[config.mk]
export PLATFORM = sky130hd
export DESIGN_NAME = line_run_span_finder_top
export DESIGN_NICKNAME = d
export VERILOG_FILES = /design/src/hdl/lrsf_pkg.sv /design/src/hdl/lrsf_ram.sv /design/src/hdl/line_run_span_finder_top.sv
export SDC_FILE = /design/constraint.sdc
export NUM_CORES = 1
export LEC_CHECK = 0
export BUFFER_PORTS_ARGS = -buffer_cell sky130_fd_sc_hd__buf_2
export CORE_UTILIZATION = 62
export DETAILED_ROUTE_END_ITERATION = 10
export GPL_TIMING_DRIVEN = 0
export PLACE_DENSITY = 0.9
export SLEW_MARGIN = 0
export SYNTH_ARGS = -nofsm -noshare
export SYNTH_HDL_FRONTEND = slang
export SYNTH_SLANG_ARGS = --single-unit
[constraint.sdc]
create_clock -name clk -period 8.35 [get_ports clk]
set_input_delay 1.67 -clock clk [delete_from_list [all_inputs] [get_ports clk]]
set_output_delay 1.67 -clock clk [all_outputs]
set_load 0.05 [all_outputs]
[src/hdl/lrsf_pkg.sv]
// ----------------------------------------------------------------------------
// Line run span finder package
// Shared constants: register indexes, field widths and reset values.
// ----------------------------------------------------------------------------
package lrsf_pkg;

    localparam int LINE_MAX_DEF = 256;

    localparam int VOXEL_W   = 8;
    localparam int THRESH_W  = 8;
    localparam int RUN_W     = 9;
    localparam int DIL_W     = 9;
    localparam int START_W   = 9;
    localparam int END_W     = 8;
    localparam int CFG_IDX_W = 2;
    localparam int CFG_DATA_W = 9;
    localparam int S_DATA_W  = 8;
    localparam int M_DATA_W  = 24;

    localparam logic [CFG_IDX_W-1:0] REG_HIT_THRESHOLD = 2'd0;
    localparam logic [CFG_IDX_W-1:0] REG_MIN_RUN       = 2'd1;
    localparam logic [CFG_IDX_W-1:0] REG_DILATION      = 2'd2;

    localparam logic [THRESH_W-1:0] THRESH_RESET  = 8'd20;
    localparam logic [RUN_W-1:0]    MIN_RUN_RESET = 9'd2;
    localparam logic [DIL_W-1:0]    DIL_RESET     = 9'd0;

endpackage

[src/hdl/lrsf_ram.sv]
// ----------------------------------------------------------------------------
// Generic single-port-write, single-port-read RAM
// One write port and one read port; the read data is registered.
// ----------------------------------------------------------------------------
module lrsf_ram #(
    parameter int WIDTH = 1,
    parameter int DEPTH = 256
) (
    input  logic                     clk,
    input  logic                     we,
    input  logic [$clog2(DEPTH)-1:0] waddr,
    input  logic [WIDTH-1:0]         wdata,
    input  logic [$clog2(DEPTH)-1:0] raddr,
    output logic [WIDTH-1:0]         rdata
);

    logic [WIDTH-1:0] mem [DEPTH];

    always_ff @(posedge clk)
    begin
        if (we)
        begin
            mem[waddr] <= wdata;
        end
        rdata <= mem[raddr];
    end

endmodule

[src/hdl/line_run_span_finder_top.sv]
// ----------------------------------------------------------------------------
// Line run span finder
// Finds the filled span of one voxel line from runs of above-threshold hits.
// ----------------------------------------------------------------------------
// Voxels of a line arrive one per beat on the slave stream, the final voxel
// flagged by s_tlast. Each voxel is a hit when it is strictly above
// hit_threshold; its hit bit goes into a one-bit-wide RAM of LINE_MAX
// entries while a forward run counter looks for the first run of min_run
// hits, which sets the span start just past that run. After the closing beat
// the block stops taking beats and walks the stored hits backward from the
// line end, one RAM read per cycle, looking for the first run of min_run
// hits above the start; the span end is the index just before it, or the
// start when no run is met (the last index if the start lies past it). Both
// ends are then widened by dilation and clamped to the line. After the
// closing beat the slave stream is held off through ST_PREP, the backward
// scan in ST_SCAN (at most the line length minus one steps, set by the
// single read port of the hit RAM) and ST_FIN; a line with no forward run
// goes from ST_PREP straight to ST_FIN. The result goes into an
// output register, so the next line loads while the result waits; only the
// next line end stalls if the previous result has not been taken. Voxels
// past LINE_MAX are dropped, though s_tlast still closes the line. When no
// forward run is found the result beat carries span_found = 0 and zeros.
// Configuration writes are taken at any time but belong between lines.
module line_run_span_finder_top #(
    parameter int LINE_MAX = lrsf_pkg::LINE_MAX_DEF
) (
    input  logic                              clk,
    input  logic                              rst_n,
    // Configuration write port
    input  logic                              cfg_we,
    input  logic [lrsf_pkg::CFG_IDX_W-1:0]    cfg_index,
    input  logic [lrsf_pkg::CFG_DATA_W-1:0]   cfg_data,
    // Voxel stream
    input  logic                              s_tvalid,
    output logic                              s_tready,
    input  logic [lrsf_pkg::S_DATA_W-1:0]     s_tdata,   // [7:0] voxel
    input  logic                              s_tlast,   // last_in_line
    // Span result stream
    output logic                              m_tvalid,
    input  logic                              m_tready,
    output logic [lrsf_pkg::M_DATA_W-1:0]     m_tdata,   // [8:0] span_start, [16:9] span_end
    output logic                              m_tuser    // span_found
);

    import lrsf_pkg::*;

    // Position counter must hold LINE_MAX itself; RAM addresses do not.
    localparam int AW = $clog2(LINE_MAX);
    localparam int PW = $clog2(LINE_MAX + 1);
    // Width for the dilation arithmetic, one bit of headroom.
    localparam int XW = ((PW > DIL_W) ? PW : DIL_W) + 1;

    typedef enum logic [1:0] {
        ST_LOAD,
        ST_PREP,
        ST_SCAN,
        ST_FIN
    } state_t;

    state_t           state_reg;

    logic [THRESH_W-1:0] thresh_reg;
    logic [RUN_W-1:0]    min_run_reg;
    logic [DIL_W-1:0]    dil_reg;

    // Forward scan state of the line being loaded.
    logic [PW-1:0]    pos_reg;
    logic [RUN_W-1:0] frun_reg;
    logic [PW-1:0]    fedge_reg;
    logic             efound_reg;

    // Backward scan state.
    logic [AW-1:0]    c_reg;
    logic [RUN_W-1:0] brun_reg;
    logic [PW-1:0]    start_reg;
    logic [AW-1:0]    end_reg;
    logic             found_reg;

    // Result register.
    logic             out_valid_reg;
    logic             out_found_reg;
    logic [START_W-1:0] out_start_reg;
    logic [END_W-1:0]   out_end_reg;

    logic             accept;
    logic             store_en;
    logic             hit;
    logic [RUN_W-1:0] frun_next;
    logic             ram_rdata;
    logic [AW-1:0]    ram_raddr;
    logic [PW-1:0]    pos_m1;
    logic             scan_more;
    logic             out_free;
    logic [XW-1:0]    start_x;
    logic [XW-1:0]    end_x;
    logic [XW-1:0]    dil_x;
    logic [XW-1:0]    lastidx_x;
    logic [XW-1:0]    dstart_x;
    logic [XW-1:0]    dend_x;

    assign s_tready = (state_reg == ST_LOAD);
    assign accept   = s_tvalid && s_tready;
    assign store_en = accept && (pos_reg < PW'(LINE_MAX));
    assign hit      = (s_tdata[VOXEL_W-1:0] > thresh_reg);
    assign frun_next = hit ? (frun_reg + RUN_W'(1)) : '0;

    assign pos_m1    = pos_reg - PW'(1);
    assign ram_raddr = (state_reg == ST_PREP) ? pos_m1[AW-1:0] : (c_reg - AW'(1));

    // The RAM output holds the hit bit of c_reg while scanning.
    assign scan_more = (PW'(c_reg) > start_reg) && (brun_reg < min_run_reg);

    assign out_free  = !out_valid_reg || m_tready;

    assign start_x   = XW'(start_reg);
    assign end_x     = XW'(end_reg);
    assign dil_x     = XW'(dil_reg);
    assign lastidx_x = XW'(pos_m1);
    assign dstart_x  = (start_x >= dil_x) ? (start_x - dil_x) : '0;
    assign dend_x    = ((end_x + dil_x) <= lastidx_x) ? (end_x + dil_x) : lastidx_x;

    lrsf_ram #(
        .WIDTH (1),
        .DEPTH (LINE_MAX)
    ) u_hit_ram (
        .clk   (clk),
        .we    (store_en),
        .waddr (pos_reg[AW-1:0]),
        .wdata (hit),
        .raddr (ram_raddr),
        .rdata (ram_rdata)
    );

    // Configuration registers.
    always_ff @(posedge clk or negedge rst_n)
    begin
        if (!rst_n)
        begin
            thresh_reg  <= THRESH_RESET;
            min_run_reg <= MIN_RUN_RESET;
            dil_reg     <= DIL_RESET;
        end
        else if (cfg_we)
        begin
            unique case (cfg_index)
                REG_HIT_THRESHOLD: thresh_reg  <= cfg_data[THRESH_W-1:0];
                REG_MIN_RUN:       min_run_reg <= cfg_data[RUN_W-1:0];
                REG_DILATION:      dil_reg     <= cfg_data[DIL_W-1:0];
                default:           ;
            endcase
        end
    end

    // Sequencer: state and registered outputs.
    always_ff @(posedge clk or negedge rst_n)
    begin
        if (!rst_n)
        begin
            state_reg     <= ST_LOAD;
            pos_reg       <= '0;
            frun_reg      <= '0;
            fedge_reg     <= '0;
            efound_reg    <= 1'b0;
            c_reg         <= '0;
            brun_reg      <= '0;
            start_reg     <= '0;
            end_reg       <= '0;
            found_reg     <= 1'b0;
            out_valid_reg <= 1'b0;
            out_found_reg <= 1'b0;
            out_start_reg <= '0;
            out_end_reg   <= '0;
        end
        else
        begin
            // In ST_FIN the result register is handled by the state itself.
            if (out_valid_reg && m_tready && (state_reg != ST_FIN))
            begin
                out_valid_reg <= 1'b0;
            end

            unique case (state_reg)
                ST_LOAD:
                begin
                    if (accept)
                    begin
                        if (store_en)
                        begin
                            pos_reg <= pos_reg + PW'(1);
                            if (!efound_reg && (min_run_reg != '0))
                            begin
                                frun_reg <= frun_next;
                                if (frun_next >= min_run_reg)
                                begin
                                    efound_reg <= 1'b1;
                                    fedge_reg  <= pos_reg + PW'(1);
                                end
                            end
                        end
                        if (s_tlast)
                        begin
                            state_reg <= ST_PREP;
                        end
                    end
                end

                ST_PREP:
                begin
                    // A zero run length counts as found at index 0.
                    brun_reg <= '0;
                    c_reg    <= pos_m1[AW-1:0];
                    if (min_run_reg == '0)
                    begin
                        found_reg <= 1'b1;
                        start_reg <= '0;
                        state_reg <= ST_SCAN;
                    end
                    else if (efound_reg)
                    begin
                        found_reg <= 1'b1;
                        start_reg <= fedge_reg;
                        state_reg <= ST_SCAN;
                    end
                    else
                    begin
                        found_reg <= 1'b0;
                        start_reg <= '0;
                        end_reg   <= '0;
                        state_reg <= ST_FIN;
                    end
                end

                ST_SCAN:
                begin
                    if (scan_more)
                    begin
                        brun_reg <= ram_rdata ? (brun_reg + RUN_W'(1)) : '0;
                        c_reg    <= c_reg - AW'(1);
                    end
                    else
                    begin
                        end_reg   <= c_reg;
                        state_reg <= ST_FIN;
                    end
                end

                ST_FIN:
                begin
                    if (out_free)
                    begin
                        out_valid_reg <= 1'b1;
                        out_found_reg <= found_reg;
                        out_start_reg <= found_reg ? START_W'(dstart_x) : '0;
                        out_end_reg   <= found_reg ? END_W'(dend_x) : '0;
                        pos_reg       <= '0;
                        frun_reg      <= '0;
                        fedge_reg     <= '0;
                        efound_reg    <= 1'b0;
                        state_reg     <= ST_LOAD;
                    end
                end

                default:
                begin
                    state_reg <= ST_LOAD;
                end
            endcase
        end
    end

    assign m_tvalid = out_valid_reg;
    assign m_tuser  = out_found_reg;
    assign m_tdata  = {{(M_DATA_W - START_W - END_W){1'b0}}, out_end_reg, out_start_reg};

endmodule

==> impl_metrics.yaml <==
run_status:
  outcome: "finished, final reports clean"
cts:
  clk_pin_slew_worst_paths_ps: 60
  cts_tree: "yes"
  postCtsSetupBuffers: 0
  cts.path.max_buffers: 3
  h-tree-depth: 2
  cts-root-buf: "clkbuf_16"
  hold_buffers: 0
  insertion_delay_ps: 560
  numCtsBuffers: 38
  cts_resized: 0
  cts_sinks: 367
die:
  die_area_mm2: 0.0309
  initial_core_util: 0.632
  core_mm2: 0.0296
  die_y_um: 176
  io_pins: 52
  core.rowCount: 63
  dieWidth_um: 176
setup_path:
  critical_path.top_delay_family: "compound AO/OA/AOI/OAI gates"
  path_common_cell: "a21o_1"
  crit_path_start_kind: "input port"
  path_cells: "buf_2 > ha_1 > a21o_1 > a21o_1 > a21oi_1 > o21ai_0 > o21ai_1 > inv_6 > and2_1 > ha_1 > a21o_1 > a21o_1 > a21o_1 > a21o_1 > a21oi_1 > o21a_1 > clkbuf_1 > clkbuf_1 > or2_2 > nand3_1"
  crit_buf_inv: 4
  cp_max_fo: 84
  arrival_ps: 6170
  cp_slowest_cell: "o21ai_1"
  crit_path_end_kind: "flop"
  cp_data_required_time_ps: 8760
  critical_path_class: "in -> reg"
  crit_path_max_incr_delay_ps: 530
synth:
  ys.flop_type: "edfxtp_1"
  synth_cell_type_count: 73
  yosysWarnings: 0
  async_flop_share: 0.300
  avgSynthCellArea_um2: 11.8
  syn_inst: 1587
  synth_edf_count: 256
  synth_seq_cells: 367
  ys_seq_area_frac: 0.559
  syn_area_mm2: 0.0187
power_and_ir_drop:
  p_clk_frac: 0.210
  p_switching_w: 0.00310
  p_int_w: 0.00453
  seq_power_share: 0.311
  power_frac_comb: 0.478
  design_power_total_w: 0.00763
  sw_frac_of_total: 0.406
  power_density_mw_per_mm2: 369
  p_leak_nw: 7.69
  irDropWorstVdd_v: 0.000219
global_routing:
  grt_usage: 0.326
  gr-total-overflow: 0
  grt_pass1_vias: 13900
  grt_pass1_wl_mm: 76.6
  grt_max_degree: 175
  antenna_found_initial: 1
timing:
  clock_skew_ps: 30.7
  max_freq_mhz: 174
  setup_viol: 0
  min_period_ps: 5760
  slew_headroom: 0.199
  finalCritPeriodShare: 0.690
  tightest_slew_ps: 1200
  drv_slew: 0
  finalHoldViolations: 0
  rsz0062_at_grt: "no"
detailed_routing:
  first_iter_violations: 2243
  routed_wl_mm: 49.5
  vias: 14100
  first_pass_iters: 5
  drcViolationCount: 0
  ant_nets: 0
  drt-vias-per-instance: 6.74
  wl_per_cell_um: 23.6
finish:
  fillerInstances: 1888
  diodes: 0
  registers.top_by_ff_count: "u_hit_ram.mem"
  largest_reg_flops: 256
  area_growth_pct: 10.4
  drive_gt1_frac: 0.139
  final-instance-count-excl-fill: 2097
  fin_nets: 1777
job:
  drv_cap: 0
worst_hold_path:
  hp-class: "reg -> reg"
place:
  dp_cells: 2029
  portBuffers: 44
  place.gp.congestion: 0.926
  dp_hpwl_mm: 31.3
[logic make-up after synthesis]
kind of cell / synth area share
buf+inv: 0.0410
mux: 0.119
flops: 0.559
compound gates: 0.0759
xor+xnor: 0.0182
fa+ha+maj: 0.0496
other cells: 0.000200
simple gates: 0.137
[cell type report]
cell class	instances	area, um^2	area share
Buffer	108	524	0.0254
Clock buffer	50	1030	0.0496
Clock inverter	18	130	0.00630
Inverter	65	249	0.0120
Multi-Input combinational cell	1053	7510	0.363
Sequential cell	367	10500	0.506
Tap cell	390	488	0.0236
Timing Repair Buffer	46	278	0.0134
[path summary, 6_finish.rpt]
kind,from,endpoint,slack (ps),depth (start not counted)
max,s_tdata[5],fedge_reg[1],2590,20
min,out_end_reg[7],out_end_reg[7],470,2
max reg2reg,pos_reg[0],u_hit_ram.rdata,3330,11
min reg2reg,out_end_reg[7],out_end_reg[7],470,2
max in group asynchronous,rst_n,min_run_reg[1],6480,2
min in group asynchronous,rst_n,thresh_reg[5],1100,1
[cell usage after synthesis (all sizes together) (4+ instances only)]
cell type	number	area, um^2
a2111oi	5	43.8
a211o	7	61.3
a211oi	10	75.1
a21o	18	135
a21oi	33	165
a22o	16	141
a311o	4	40.0
a31oi	15	93.8
and2	6	37.5
and3	17	106
buf	28	215
clkbuf	80	309
dfrtp	107	2680
edfxtp	256	7690
ha	71	888
inv	64	240
mux2	26	293
mux2i	46	497
mux4	64	1440
nand2	101	379
nand2b	8	50.1
nand3	67	335
nand4	18	113
nor2	306	1150
nor2b	20	125
nor3	18	90.1
nor4	7	43.8
o211ai	7	52.6
o21a	8	60.1
o21ai	62	310
o21bai	4	30.0
o31ai	5	37.5
o41ai	5	43.8
or2	4	25.0
xnor2	21	191
xor2	17	149
[power by group through the flow]
stage	logic (W)	registers (W)	clock network [W]
finish	0.00365	0.00238	0.00161
global route	0.00386	0.00239	0.00166
floorplan	0.00247	0.00250	0
detailed placement	0.00346	0.00240	0
CTS	0.00355	0.00237	0.00159
global placement	0.00333	0.00243	0
[stage by stage]
step	hold slack [ps]	worst slack (ps)	cell area, um^2	setup TNS, ps	utilization
after floorplan	475	670	18700	0	-
after global placement	454	-1460	19400	-13650	0.656
after detailed placement	465	2120	19500	0	0.658
after CTS	479	2640	20700	0	0.697
after global routing	496	2210	20700	0	0.697
final	471	2590	20700	0	0.697
[worst min-delay path: stages (launching register included)]
cell	delay, ps
dfrtp_1	340
nand2_1	40
o21ai_0	60
[cells in the final DEF, fill, tap and decap left out, drive strengths merged, types with 18 or more instances in the layout]
master,count
edfxtp,256
nand3,67
mux2,26
clkbuf,130
nor2b,20
a21o,18
a21oi,33
mux2i,46
xnor2,21
nor3,18
mux4,64
clkinv,19
o21ai,62
nor2,306
nand2,101
inv,64
buf,74
ha,71
dfrtp,107
nand4,18
[per-layer routing]
| layer | share of wire | GRT usage | wire length [um] |
|---|---|---|---|
| met1 | 0.34 | 0.408 | 17100 |
| met2 | 0.47 | 0.528 | 23500 |
| met4 | 0.052 | 0.167 | 2560 |
| met5 | 0 | 0 | 0 |
| met3 | 0.13 | 0.0799 | 6410 |
No activity file was read; power rests on OpenSTA's default activity.
